`config.mk`:
```
export PLATFORM = sky130hd
export DESIGN_NAME = multi_cpu_ready_queue_scheduler
export DESIGN_NICKNAME = d
export VERILOG_FILES = /design/src/sv/mcrqs_pkg.sv /design/src/sv/mcrqs_qmem.sv /design/src/sv/mcrqs_cpu_tbl.sv /design/src/sv/multi_cpu_ready_queue_scheduler.sv
export SDC_FILE = /design/constraint.sdc
export NUM_CORES = 2
export LEC_CHECK = 0
export ABC_CLOCK_PERIOD_IN_PS = 9700
export BUFFER_PORTS_ARGS = -buffer_cell sky130_fd_sc_hd__buf_4
export CORE_MARGIN = 8
export CORE_UTILIZATION = 60
export CTS_CLUSTER_SIZE = 10
export DETAILED_ROUTE_END_ITERATION = 10
export PLACE_DENSITY = 0.76
export SYNTH_ARGS = -nofsm -noshare
export SYNTH_HDL_FRONTEND = slang
export SYNTH_SLANG_ARGS = --single-unit
```
`constraint.sdc`:
```
create_clock -name i_clk -period 9.7 [get_ports i_clk]
set_clock_uncertainty 0.05 [all_clocks]
set_input_delay 0.97 -clock i_clk [delete_from_list [all_inputs] [get_ports i_clk]]
set_output_delay 0.97 -clock i_clk [all_outputs]
set_load 0.01 [all_outputs]
```
`src/sv/mcrqs_pkg.sv`:
```
package mcrqs_pkg;

    localparam logic [2:0] OP_IDLE      = 3'd0;
    localparam logic [2:0] OP_PREEMPT   = 3'd1;
    localparam logic [2:0] OP_YIELD     = 3'd2;
    localparam logic [2:0] OP_TERMINATE = 3'd3;
    localparam logic [2:0] OP_WAKE      = 3'd4;

    localparam logic [1:0] MODE_FIFO = 2'd0;
    localparam logic [1:0] MODE_RR   = 2'd1;
    localparam logic [1:0] MODE_PRIO = 2'd2;

    localparam logic [1:0] ACT_SWITCH   = 2'd0;
    localparam logic [1:0] ACT_PREEMPT  = 2'd1;
    localparam logic [1:0] ACT_OVERFLOW = 2'd2;

    localparam logic [1:0] CFG_MODE   = 2'd0;
    localparam logic [1:0] CFG_SLICE  = 2'd1;
    localparam logic [1:0] CFG_ACTIVE = 2'd2;

    typedef struct packed {
        logic [2:0] operation;
        logic [3:0] cpu_index;
        logic [7:0] proc_id;
        logic [3:0] proc_priority;
    } t_item;

    typedef struct packed {
        logic [1:0]  action_kind;
        logic [3:0]  target_cpu;
        logic [7:0]  chosen_proc;
        logic        runs_process;
        logic [15:0] granted_slice;
    } t_res;

    typedef struct packed {
        logic [7:0] proc;
        logic [3:0] prio;
    } t_qent;

    // one CPU table row, used for both write and read
    typedef struct packed {
        logic       busy;
        logic       waiting;
        logic [7:0] proc;
        logic [3:0] prio;
    } t_cpu_row;

endpackage

```
`src/sv/mcrqs_qmem.sv`:
```
module mcrqs_qmem #(
    parameter int DEPTH = 64,
    parameter int AW    = 6
) (
    input  logic                 i_clk,
    input  logic                 i_we,
    input  logic [AW-1:0]        i_waddr,
    input  mcrqs_pkg::t_qent     i_wdata,
    input  logic [AW-1:0]        i_raddr,
    output mcrqs_pkg::t_qent     o_rdata
);
    import mcrqs_pkg::*;

    t_qent r_mem [DEPTH];
    t_qent r_rdata;

    // write and registered read, one port each
    always_ff @(posedge i_clk) begin
        if (i_we) begin
            r_mem[i_waddr] <= i_wdata;
        end
        r_rdata <= r_mem[i_raddr];
    end

    assign o_rdata = r_rdata;
endmodule

```
`src/sv/mcrqs_cpu_tbl.sv`:
```
module mcrqs_cpu_tbl #(
    parameter int NCPU = 16,
    parameter int CW   = 4
) (
    input  logic                   i_clk,
    input  logic                   i_rst_n,
    input  logic [CW-1:0]          i_sel,
    input  logic                   i_we,
    input  mcrqs_pkg::t_cpu_row    i_wrow,
    output mcrqs_pkg::t_cpu_row    o_rrow,
    output logic [NCPU-1:0]        o_busy
);
    import mcrqs_pkg::*;

    t_cpu_row r_row [NCPU];

    // update the selected row; reset clears all
    always_ff @(posedge i_clk) begin
        if (!i_rst_n) begin
            for (int k = 0; k < NCPU; k++) begin
                r_row[k] <= '0;
            end
        end else if (i_we) begin
            r_row[i_sel] <= i_wrow;
        end
    end

    assign o_rrow = r_row[i_sel];

    always_comb begin
        for (int k = 0; k < NCPU; k++) begin
            o_busy[k] = r_row[k].busy;
        end
    end
endmodule

```
`src/sv/multi_cpu_ready_queue_scheduler.sv`:
```
// Sequence per item: decode, then dispatch from the queue head or idle the CPU; a wake
// first scans the CPUs for a waiting one, a priority insert scans and shifts queue entries,
// and a preempt request scans the active CPUs.
// Flow: one item at a time; the next beat is taken once the sequencer is back in idle,
// and the emit step waits while an earlier result is still stalled.
// Reset: synchronous active low; queue empty, all CPUs idle, config registers at defaults.
module multi_cpu_ready_queue_scheduler #(
    parameter int MAX_CPUS     = 16,
    parameter int QUEUE_DEPTH  = 64,
    parameter int TOP_PRIORITY = 10
) (
    input  logic               i_clk,
    input  logic               i_rst_n,
    input  logic               i_valid,
    output logic               o_stall,
    input  mcrqs_pkg::t_item   i_item,
    output logic               o_valid,
    input  logic               i_stall,
    output mcrqs_pkg::t_res    o_res,
    input  logic               i_cfg_valid,
    output logic               o_cfg_ready,
    input  logic [1:0]         i_cfg_index,
    input  logic [15:0]        i_cfg_data
);
    import mcrqs_pkg::*;

    localparam int CW  = (MAX_CPUS > 1) ? $clog2(MAX_CPUS) : 1;
    localparam int CNW = $clog2(MAX_CPUS + 1);
    localparam int AW  = $clog2(QUEUE_DEPTH);
    localparam int FW  = AW + 1;
    localparam int PW  = $clog2(TOP_PRIORITY + 2);

    localparam logic [4:0] S_IDLE  = 5'd0;
    localparam logic [4:0] S_DEC   = 5'd1;
    localparam logic [4:0] S_WSCAN = 5'd2;
    localparam logic [4:0] S_ITD   = 5'd3;
    localparam logic [4:0] S_HCHK  = 5'd4;
    localparam logic [4:0] S_POPRD = 5'd5;
    localparam logic [4:0] S_POP   = 5'd6;
    localparam logic [4:0] S_INS   = 5'd7;
    localparam logic [4:0] S_SRD   = 5'd8;
    localparam logic [4:0] S_SCMP  = 5'd9;
    localparam logic [4:0] S_SHRD  = 5'd10;
    localparam logic [4:0] S_SHWR  = 5'd11;
    localparam logic [4:0] S_PUT   = 5'd12;
    localparam logic [4:0] S_PCHK  = 5'd13;
    localparam logic [4:0] S_PSCAN = 5'd14;
    localparam logic [4:0] S_RUN   = 5'd15;
    localparam logic [4:0] S_EMIT  = 5'd16;

    function automatic logic [AW-1:0] qaddr(input logic [AW-1:0] base,
                                            input logic [FW-1:0] off);
        logic [FW-1:0] sum;
        sum = {1'b0, base} + off;
        if (32'(sum) >= QUEUE_DEPTH) begin
            sum = sum - FW'(QUEUE_DEPTH);
        end
        return sum[AW-1:0];
    endfunction

    logic [4:0]    r_state, n_state;
    logic [1:0]    r_mode;
    logic [15:0]   r_slice;
    logic [4:0]    r_active;
    logic [2:0]    r_op, n_op;
    logic [3:0]    r_cpu, n_cpu;
    logic [7:0]    r_proc, n_proc;
    logic [3:0]    r_prio, n_prio;
    logic [7:0]    r_dproc, n_dproc;
    logic [3:0]    r_dprio, n_dprio;
    logic [CW-1:0] r_sel, n_sel;
    logic [AW-1:0] r_head, n_head;
    logic [FW-1:0] r_fill, n_fill;
    logic [FW-1:0] r_k, n_k;
    logic [FW-1:0] r_i, n_i;
    logic          r_after, n_after;
    logic [PW-1:0] r_best, n_best;
    logic          r_found, n_found;
    logic [CW-1:0] r_fsel, n_fsel;
    t_res          r_pend, n_pend;
    logic          r_ovalid, n_ovalid;
    t_res          r_out, n_out;

    logic [CNW-1:0]  w_n;
    logic            w_last;
    logic [MAX_CPUS-1:0] w_busy, w_mask;
    t_cpu_row        w_rrow, w_wrow;
    logic            w_cwe;
    logic            w_qwe;
    logic [AW-1:0]   w_waddr, w_raddr;
    t_qent           w_wdata, w_rdata;
    logic [15:0]     w_gslice;

    mcrqs_qmem #(.DEPTH(QUEUE_DEPTH), .AW(AW)) u_qmem (
        .i_clk(i_clk), .i_we(w_qwe), .i_waddr(w_waddr), .i_wdata(w_wdata),
        .i_raddr(w_raddr), .o_rdata(w_rdata)
    );

    mcrqs_cpu_tbl #(.NCPU(MAX_CPUS), .CW(CW)) u_cpu (
        .i_clk(i_clk), .i_rst_n(i_rst_n), .i_sel(r_sel), .i_we(w_cwe),
        .i_wrow(w_wrow), .o_rrow(w_rrow), .o_busy(w_busy)
    );

    // clamp the active CPU count
    always_comb begin
        if (r_active == 5'd0) begin
            w_n = CNW'(1);
        end else if (32'(r_active) > MAX_CPUS) begin
            w_n = CNW'(MAX_CPUS);
        end else begin
            w_n = CNW'(r_active);
        end
        for (int k = 0; k < MAX_CPUS; k++) begin
            w_mask[k] = (k < 32'(w_n));
        end
    end

    assign w_last   = (32'(r_sel) + 1 == 32'(w_n));
    assign w_gslice = (r_mode == MODE_RR) ? r_slice : 16'd0;

    assign o_stall     = (r_state != S_IDLE);
    assign o_cfg_ready = 1'b1;
    assign o_valid     = r_ovalid;
    assign o_res       = r_out;

    // sequencer
    always_comb begin
        n_state = r_state;  n_op = r_op;  n_cpu = r_cpu;
        n_proc = r_proc;    n_prio = r_prio;
        n_dproc = r_dproc;  n_dprio = r_dprio;
        n_sel = r_sel;      n_head = r_head;  n_fill = r_fill;
        n_k = r_k;          n_i = r_i;        n_after = r_after;
        n_best = r_best;    n_found = r_found; n_fsel = r_fsel;
        n_pend = r_pend;
        n_ovalid = r_ovalid && i_stall;
        n_out = r_out;
        w_cwe = 1'b0;       w_wrow = w_rrow;
        w_qwe = 1'b0;       w_waddr = r_head;  w_wdata = '0;
        w_raddr = r_head;

        unique case (r_state)
            S_IDLE: begin
                if (i_valid) begin
                    n_op    = i_item.operation;
                    n_cpu   = i_item.cpu_index;
                    n_proc  = i_item.proc_id;
                    n_prio  = i_item.proc_priority;
                    n_sel   = CW'(i_item.cpu_index);
                    n_state = S_DEC;
                end
            end
            S_DEC: begin
                n_state = S_IDLE;
                if (r_op == OP_WAKE) begin
                    n_sel   = '0;
                    n_state = S_WSCAN;
                end else if (r_op > OP_WAKE || 32'(r_cpu) >= 32'(w_n)) begin
                    n_state = S_IDLE;
                end else if (r_op == OP_IDLE) begin
                    if (!w_rrow.busy) begin
                        if (r_fill == '0) begin
                            w_cwe = 1'b1;
                            w_wrow.waiting = 1'b1;
                        end else begin
                            n_state = S_POPRD;
                        end
                    end
                end else if (w_rrow.busy) begin
                    if (r_op == OP_PREEMPT) begin
                        n_proc  = w_rrow.proc;
                        n_prio  = w_rrow.prio;
                        n_state = S_ITD;
                    end else if (r_fill == '0) begin
                        w_cwe  = 1'b1;
                        w_wrow = '0;
                        n_pend = '{ACT_SWITCH, r_cpu, 8'd0, 1'b0, 16'd0};
                        n_state = S_EMIT;
                    end else begin
                        n_state = S_POPRD;
                    end
                end
            end
            S_WSCAN: begin
                if (w_rrow.waiting && !w_rrow.busy) begin
                    n_state = S_ITD;
                end else if (w_last) begin
                    if (32'(r_fill) >= QUEUE_DEPTH) begin
                        n_pend  = '{ACT_OVERFLOW, 4'd0, r_proc, 1'b0, 16'd0};
                        n_state = S_EMIT;
                    end else begin
                        n_after = 1'b0;
                        n_state = S_INS;
                    end
                end else begin
                    n_sel = r_sel + 1'b1;
                end
            end
            S_ITD: begin
                if (r_fill == '0) begin
                    n_dproc = r_proc;
                    n_dprio = r_prio;
                    n_state = S_RUN;
                end else begin
                    w_raddr = r_head;
                    n_state = S_HCHK;
                end
            end
            S_HCHK: begin
                if (r_mode == MODE_PRIO && r_prio > w_rdata.prio) begin
                    n_dproc = r_proc;
                    n_dprio = r_prio;
                    n_state = S_RUN;
                end else begin
                    n_dproc = w_rdata.proc;
                    n_dprio = w_rdata.prio;
                    n_head  = qaddr(r_head, FW'(1));
                    n_fill  = r_fill - 1'b1;
                    n_after = 1'b1;
                    n_state = S_INS;
                end
            end
            S_POPRD: begin
                w_raddr = r_head;
                n_state = S_POP;
            end
            S_POP: begin
                n_dproc = w_rdata.proc;
                n_dprio = w_rdata.prio;
                n_head  = qaddr(r_head, FW'(1));
                n_fill  = r_fill - 1'b1;
                n_state = S_RUN;
            end
            S_INS: begin
                if (r_mode == MODE_PRIO) begin
                    n_k     = '0;
                    n_state = S_SRD;
                end else begin
                    n_k     = r_fill;
                    n_state = S_PUT;
                end
            end
            S_SRD: begin
                if (r_k == r_fill) begin
                    n_state = S_PUT;
                end else begin
                    w_raddr = qaddr(r_head, r_k);
                    n_state = S_SCMP;
                end
            end
            S_SCMP: begin
                if (w_rdata.prio < r_prio) begin
                    n_i     = r_fill;
                    n_state = S_SHRD;
                end else begin
                    n_k     = r_k + 1'b1;
                    n_state = S_SRD;
                end
            end
            S_SHRD: begin
                if (r_i == r_k) begin
                    n_state = S_PUT;
                end else begin
                    w_raddr = qaddr(r_head, r_i - 1'b1);
                    n_state = S_SHWR;
                end
            end
            S_SHWR: begin
                w_qwe   = 1'b1;
                w_waddr = qaddr(r_head, r_i);
                w_wdata = w_rdata;
                n_i     = r_i - 1'b1;
                n_state = S_SHRD;
            end
            S_PUT: begin
                w_qwe   = 1'b1;
                w_waddr = qaddr(r_head, r_k);
                w_wdata = '{r_proc, r_prio};
                n_fill  = r_fill + 1'b1;
                n_state = r_after ? S_RUN : S_PCHK;
            end
            S_PCHK: begin
                n_state = S_IDLE;
                if (r_mode == MODE_PRIO && ((w_busy & w_mask) == w_mask)) begin
                    n_sel   = '0;
                    n_best  = PW'(TOP_PRIORITY + 1);
                    n_found = 1'b0;
                    n_state = S_PSCAN;
                end
            end
            S_PSCAN: begin
                if (32'(w_rrow.prio) < 32'(r_best) && w_rrow.prio < r_prio) begin
                    n_best  = PW'(w_rrow.prio);
                    n_found = 1'b1;
                    n_fsel  = r_sel;
                end
                if (w_last) begin
                    n_state = S_IDLE;
                    if (n_found) begin
                        n_pend  = '{ACT_PREEMPT, 4'(n_fsel), r_proc, 1'b0, 16'd0};
                        n_state = S_EMIT;
                    end
                end else begin
                    n_sel = r_sel + 1'b1;
                end
            end
            S_RUN: begin
                w_cwe   = 1'b1;
                w_wrow  = '{1'b1, 1'b0, r_dproc, r_dprio};
                n_pend  = '{ACT_SWITCH, 4'(r_sel), r_dproc, 1'b1, w_gslice};
                n_state = S_EMIT;
            end
            S_EMIT: begin
                if (!n_ovalid) begin
                    n_ovalid = 1'b1;
                    n_out    = r_pend;
                    n_state  = S_IDLE;
                end
            end
            default: n_state = S_IDLE;
        endcase
    end

    // control state
    always_ff @(posedge i_clk) begin
        if (!i_rst_n) begin
            r_state  <= S_IDLE;
            r_ovalid <= 1'b0;
            r_head   <= '0;
            r_fill   <= '0;
            r_mode   <= MODE_FIFO;
            r_slice  <= 16'd0;
            r_active <= 5'd1;
        end else begin
            r_state  <= n_state;
            r_ovalid <= n_ovalid;
            r_head   <= n_head;
            r_fill   <= n_fill;
            if (i_cfg_valid) begin
                case (i_cfg_index)
                    CFG_MODE:   r_mode   <= i_cfg_data[1:0];
                    CFG_SLICE:  r_slice  <= i_cfg_data;
                    CFG_ACTIVE: r_active <= i_cfg_data[4:0];
                    default:    ;
                endcase
            end
        end
    end

    // payload and scratch
    always_ff @(posedge i_clk) begin
        r_op    <= n_op;    r_cpu   <= n_cpu;
        r_proc  <= n_proc;  r_prio  <= n_prio;
        r_dproc <= n_dproc; r_dprio <= n_dprio;
        r_sel   <= n_sel;   r_k     <= n_k;    r_i <= n_i;
        r_after <= n_after; r_best  <= n_best;
        r_found <= n_found; r_fsel  <= n_fsel;
        r_pend  <= n_pend;  r_out   <= n_out;
    end
endmodule

```
======== Word-level counts from Yosys, hierarchy flattened ========
Memories as Yosys holds them, arrays and structs flattened. A register that Yosys moved wholly into a read port is not among the register bits.
Index checks and enable logic that the tools add are counted.
Widths: inputs -> output; s select.
word-level totals
  register bits ........................... 163
  bits in writable memories ............... 992
  input port bits ......................... 42
  output and inout port bits .............. 34
  word-level logic and storage cells ...... 294
  memories kept ........................... 2
operators by class
  add/sub/neg operators ................... 14
  $lt $le $gt $ge ......................... 28
  equality and inequality tests ........... 49
  muxes and demuxes ....................... 127
  bitwise gates (word level) .............. 2
  reduce and logical (&&, ||, !) cells .... 42
memories
  name          words  width  read ports  clocked after Yosys merged registers in  wr ports  RTL line             source
  u_qmem.r_mem  64     12     1           1                                        1         mcrqs_qmem.sv:14     t_qent r_mem [DEPTH];
  u_cpu.r_row   16     14     17          1                                        16        mcrqs_cpu_tbl.sv:15  t_cpu_row r_row [NCPU];
operators by type and width
  cell                 number
  $mux 31              11
  $pmux 31 s4          1
  $pmux 5 s17          1
  $mux 14              6
  $mux 4               21
  $mux 5               15
  $mux 8               8
  $ne 2x2->1 const B   22
  $mux 6               7
  $eq 5x4->1 const B   8
  $lt 4x5->1 const A   8
  $pmux 6 s2           3
  $ge 7x7->1 const B   5
  $mux 7               4
  $pmux 14 s2          1
  $pmux 7 s2           2
  $mux 1               27
  $pmux 12 s2          1
  $pmux 8 s3           1
  $sub 6x1->6 const B  4
  $reduce_and 2->1     11
  $add 6x7->7          3
  $pmux 7 s3           1
  $eq 5x3->1 const B   4
  other kinds (53)     87

======== Depth between registers and ports, before layout ========
  word-level depth ........................ 13
  gate-level depth with buffers ........... 18
  gate-level depth less buffers ........... 14

======== Hierarchy ========
A second synthesis with hierarchy kept.
second synthesis, totals
  cells, all modules ...................... 2830
  area total of the unflattened synthesis .. 49339.8 um2
by module, submodules not included
  module                           times used  cells each  area an instance (um2)  sequential area each (um2)
  mcrqs_qmem                       1           1324        29871.1                 23302.3
  mcrqs_cpu_tbl                    1           655         10386.2                 6726.5
  multi_cpu_ready_queue_scheduler  1           851         9082.5                  4474.3

======== Least setup slack after synthesis ========
Ideal clock, no wire load.
  kind .................................... flip-flop to flip-flop
  start point ............................. register with a tool-made name
  end point ............................... register r_pend[0] (netlist bit) (enable)
  setup time .............................. 473 ps
  arrival ................................. 5869 ps
  required time ........................... 9177 ps
  path slack .............................. 3308 ps
  stages on the path, launching flop included .. 14
  buffers on the path ..................... 4
  period minus slack after synthesis ...... 6392 ps
  cells stage by stage .................... dfxtp_1 buf_2 buf_2 buf_2 mux4_2 mux4_2 ha_1 a21boi_0 o21a_1 o21ai_0 and3_1 buf_2 o21ai_0 a221oi_1
RTL lines
  what                  RTL line                                source
  end signal, assigned  multi_cpu_ready_queue_scheduler.sv:357  r_pend <= n_pend; r_out <= n_out;
  end, declared         multi_cpu_ready_queue_scheduler.sv:80   t_res r_pend, n_pend;

======== Final worst setup path ========
  start point ............................. register r_state[3]
  end point ............................... register u_qmem.o_rdata[3] (netlist name)
between the ends
  cells in the longest elaborated chain, start to end .. 2
  elaborated cells between the ends (all ways) .. 3
  classes of those cells .................. eq/ne: 2; mux: 1
RTL lines
  what                    RTL line                                source
  start, declared         multi_cpu_ready_queue_scheduler.sv:61   logic [4:0] r_state, n_state;
  start signal, assigned  multi_cpu_ready_queue_scheduler.sv:334  r_state <= n_state;
  $eq 5x4->1              multi_cpu_ready_queue_scheduler.sv:141  unique case (r_state)
  $pmux 6 s2 *            multi_cpu_ready_queue_scheduler.sv:141
Every way passes the cells marked *; elsewhere a longest branch is shown, timed or not.
A chain may end at the register's enable or synchronous reset.

==> flow_summary.json <==
{
  "crit_fanout": 80,
  "htree_levels": 4,
  "grt_pass1_vias": 30000,
  "final_max_slew_viol_count": 0,
  "wl_per_cell_um": 26.3,
  "initial_utilization_pct": 60.7,
  "cts_setup_buffers": 0,
  "final_layout_size_suffix_gt1_share_pct": 13.9,
  "finalWorstSetupSlack_ns": 3.93,
  "synthesis.area_um2": 49000,
  "die_h_um": 302,
  "post-place-ws_ns": 4.05,
  "cts_buffers": 136,
  "num_vias": 30900,
  "place_congestion": 0.939,
  "synth_edf_count": 1113,
  "setup_violations": 0,
  "reg2reg_depth": 12,
  "dp.cells": 4491,
  "multi_input_area_um2": 13400,
  "fmax_mhz": 173,
  "hold_violations": 0,
  "fin_crit_sh_pct": 59.5,
  "critPathRequiredTime_ns": 10.25,
  "num_rows": 104,
  "nFillCells": 5316,
  "outcome": "completed",
  "slew_headroom_pct": 6.89,
  "overflow": 0,
  "pwr_density_cell_nw_per_um2": 237,
  "antenna_found_initial": 1,
  "crit_start": "r_state[3]",
  "syn_area_per_cell_um2": 14.0,
  "ant_nets": 0,
  "cts_tree": "yes",
  "seq_area_frac_synth_pct": 70.6,
  "rsz0062_at_grt": "false",
  "grt.total_usage_pct": 26.8,
  "peakVddDrop_uv": 205,
  "tightest_slew_ns": 1.39,
  "drt_iter0_markers": 4718,
  "syn_to_final_growth_pct": 11.4,
  "die_width_um": 302,
  "period_minus_slack_ns": 5.77,
  "synthArstFlopShare_pct": 0,
  "critPathLaunchType": "flop",
  "grt_start_max_net_pins": 198,
  "dp_hpwl_um": 74300,
  "whs_ns": 0.363,
  "hold_path_class": "flop to flop",
  "nets": 3655,
  "min_path_cells": 0,
  "register_area_um2": 34600,
  "coreArea_um2": 80700,
  "synth_fp_nets": 3585,
  "cts_root_buf": "clkbuf_16",
  "synth_cell_types": 80,
  "power_mw": 12.9,
  "min_from": "r_pend[1]",
  "cts.sinks": 1171,
  "cts_resized": 0,
  "portBuffers": 74,
  "synth-main-ff-cell": "edfxtp_1",
  "via_per_inst": 6.59,
  "setup_tns_ns": 0,
  "cts_hold_buffers": 0,
  "arrival_ns": 6.33,
  "worstSetupEndpointType": "flop",
  "ys_warn_count": 0,
  "clockBufferDepth": 3,
  "crit_type": "flop to flop",
  "synthCells": 3499,
  "dr.pass1.iters": 9,
  "synth_area_leader_cell": "edfxtp_1",
  "dieArea_um2": 91100,
  "clkTransAtPathRegs_ns": 0.05,
  "stdcell_count": 4691,
  "wl_um": 123000,
  "grt_pass1_wl_um": 185000,
  "synth_area_leaders": "edfxtp_1 (68%), mux4_2 (5.5%), nand2_1 (4.2%), nor2_1 (3.5%), dfxtp_1 (2.4%)",
  "clkLatencyLatePin_ns": 0.72,
  "p_leak_nw": 17.9,
  "io_pins": 76,
  "synth_seq_cells": 1171,
  "drcViolationCount": 0,
  "r2r_start": "r_state[3]",
  "cap_viol_max_count": 0,
  "yosys.area.top_type_share_pct": 68.2
}
[registers in the layout (all words and copies together), names as in the netlist, 7 cells and up, named ones only]
signal,count
u_qmem.r_mem,768
u_cpu.r_row,224
o_res,31
r_pend,31
r_slice,16
u_qmem.o_rdata,12
r_dproc,8
r_proc,8
r_fill,7
r_i,7
r_k,7
[worst paths after layout]
| check | end | slack (ns) |
|---|---|---|
| max reg2reg | u_qmem.o_rdata[3] | 3.93 |
| max | u_qmem.o_rdata[3] | 3.93 |
| min reg2reg | o_res[1] | 0.36 |
| min | o_res[1] | 0.36 |
[where the power goes]
group          leakage (nW)  total (mW)  switching (mW)  internal (mW)
Clock                  1.89        4.56            1.91           2.65
Combinational          6.62        2.46            1.57          0.894
Sequential             9.35        5.92           0.201           5.71
Total                  17.9        12.9            3.68           9.26
[cell usage after synthesis, types with 29 or more instances]
library cell / instances
nand2_1: 546
mux4_2: 119
dfxtp_1: 58
nand3_1: 82
edfxtp_1: 1113
nor2_1: 455
mux2i_1: 33
inv_1: 36
and3_1: 63
mux2_2: 29
a21oi_1: 107
buf_2: 79
o22ai_1: 41
ha_1: 40
xnor2_1: 44
o21ai_0: 61
nor3_1: 31
clkbuf_1: 111
a31oi_1: 71
[worst max-delay path, stage by stage, from the launching register on]
cell and delay, ns:
dfxtp_1 0.65, nor4b_1 0.44, nand2_1 0.15, a21oi_2 0.67, o311a_4 0.79, buf_4 0.83
buf_4 0.64, nor2_1 0.08, o21ai_0 0.17, a21oi_1 0.08, or3_1 0.38, or3_1 0.36
a221oi_1 0.27
[stage by stage]
stage / cell area [um2] / utilization [%]
6_report: 54600 / 67.7
5_1_grt: 54600 / 67.7
4_1_cts: 54600 / 67.7
3_5_place_dp: 50700 / 62.8
3_3_place_gp: 50700 / 62.8
2_1_floorplan: 49000 / -
[layer usage]
| metal | GRT usage [%] | routed length (um) | vias up |
|---|---|---|---|
| met5 | 0 | 0 | - |
| met4 | 11.1 | 5310 | 0 |
| met3 | 6.33 | 13400 | 350 |
| met2 | 42.8 | 58200 | 1979 |
| met1 | 35.7 | 46500 | 15300 |
| li1 | - | - | 13300 |
[cell usage in the layout, fill, tap and decap left out, types with 11 or more instances in the layout]
cell type / instances
a211oi_1: 12
a21o_1: 18
a21oi_1: 105
a221o_1: 12
a22o_1: 16
a22oi_1: 22
a31oi_1: 71
a32oi_1: 25
and2_1: 18
and3_1: 63
buf_4: 154
clkbuf_1: 41
clkbuf_16: 140
dfxtp_1: 56
edfxtp_1: 1113
ha_1: 40
inv_1: 36
mux2_2: 29
mux2i_1: 33
mux4_2: 119
nand2_1: 546
nand2b_1: 11
nand3_1: 82
nand4_1: 12
nor2_1: 452
nor3_1: 29
nor4_1: 23
o2111ai_1: 12
o21ai_0: 58
o22ai_1: 41
or3_1: 24
xnor2_1: 44
xor2_1: 12
[final cells by class]
type | instances | share of cell area [%]
flip-flops and latches | 1171 | 63.4
multi-input cells | 2067 | 24.6
clock buffers | 184 | 6.78
well taps | 1060 | 2.43
repair buffers | 156 | 2.19
clock inverters | 15 | 0.387
inverters | 37 | 0.254
diodes | 1 | 0.00458
[logic make-up after synthesis]
family                   count (synthesis)  synth area share (%)
multiplexers                           181                  6.81
buffers and inverters                  261                  2.34
AO/OA/AOI/OAI                          487                  6.78
adder cells (fa/ha/maj)                 44                  1.19
XOR/XNOR                                56                  1.00
AND/OR/NAND/NOR                       1298                  11.3
flip-flops                            1171                  70.6
other                                    1               0.00765
No activity file was read; power rests on OpenSTA's default activity.
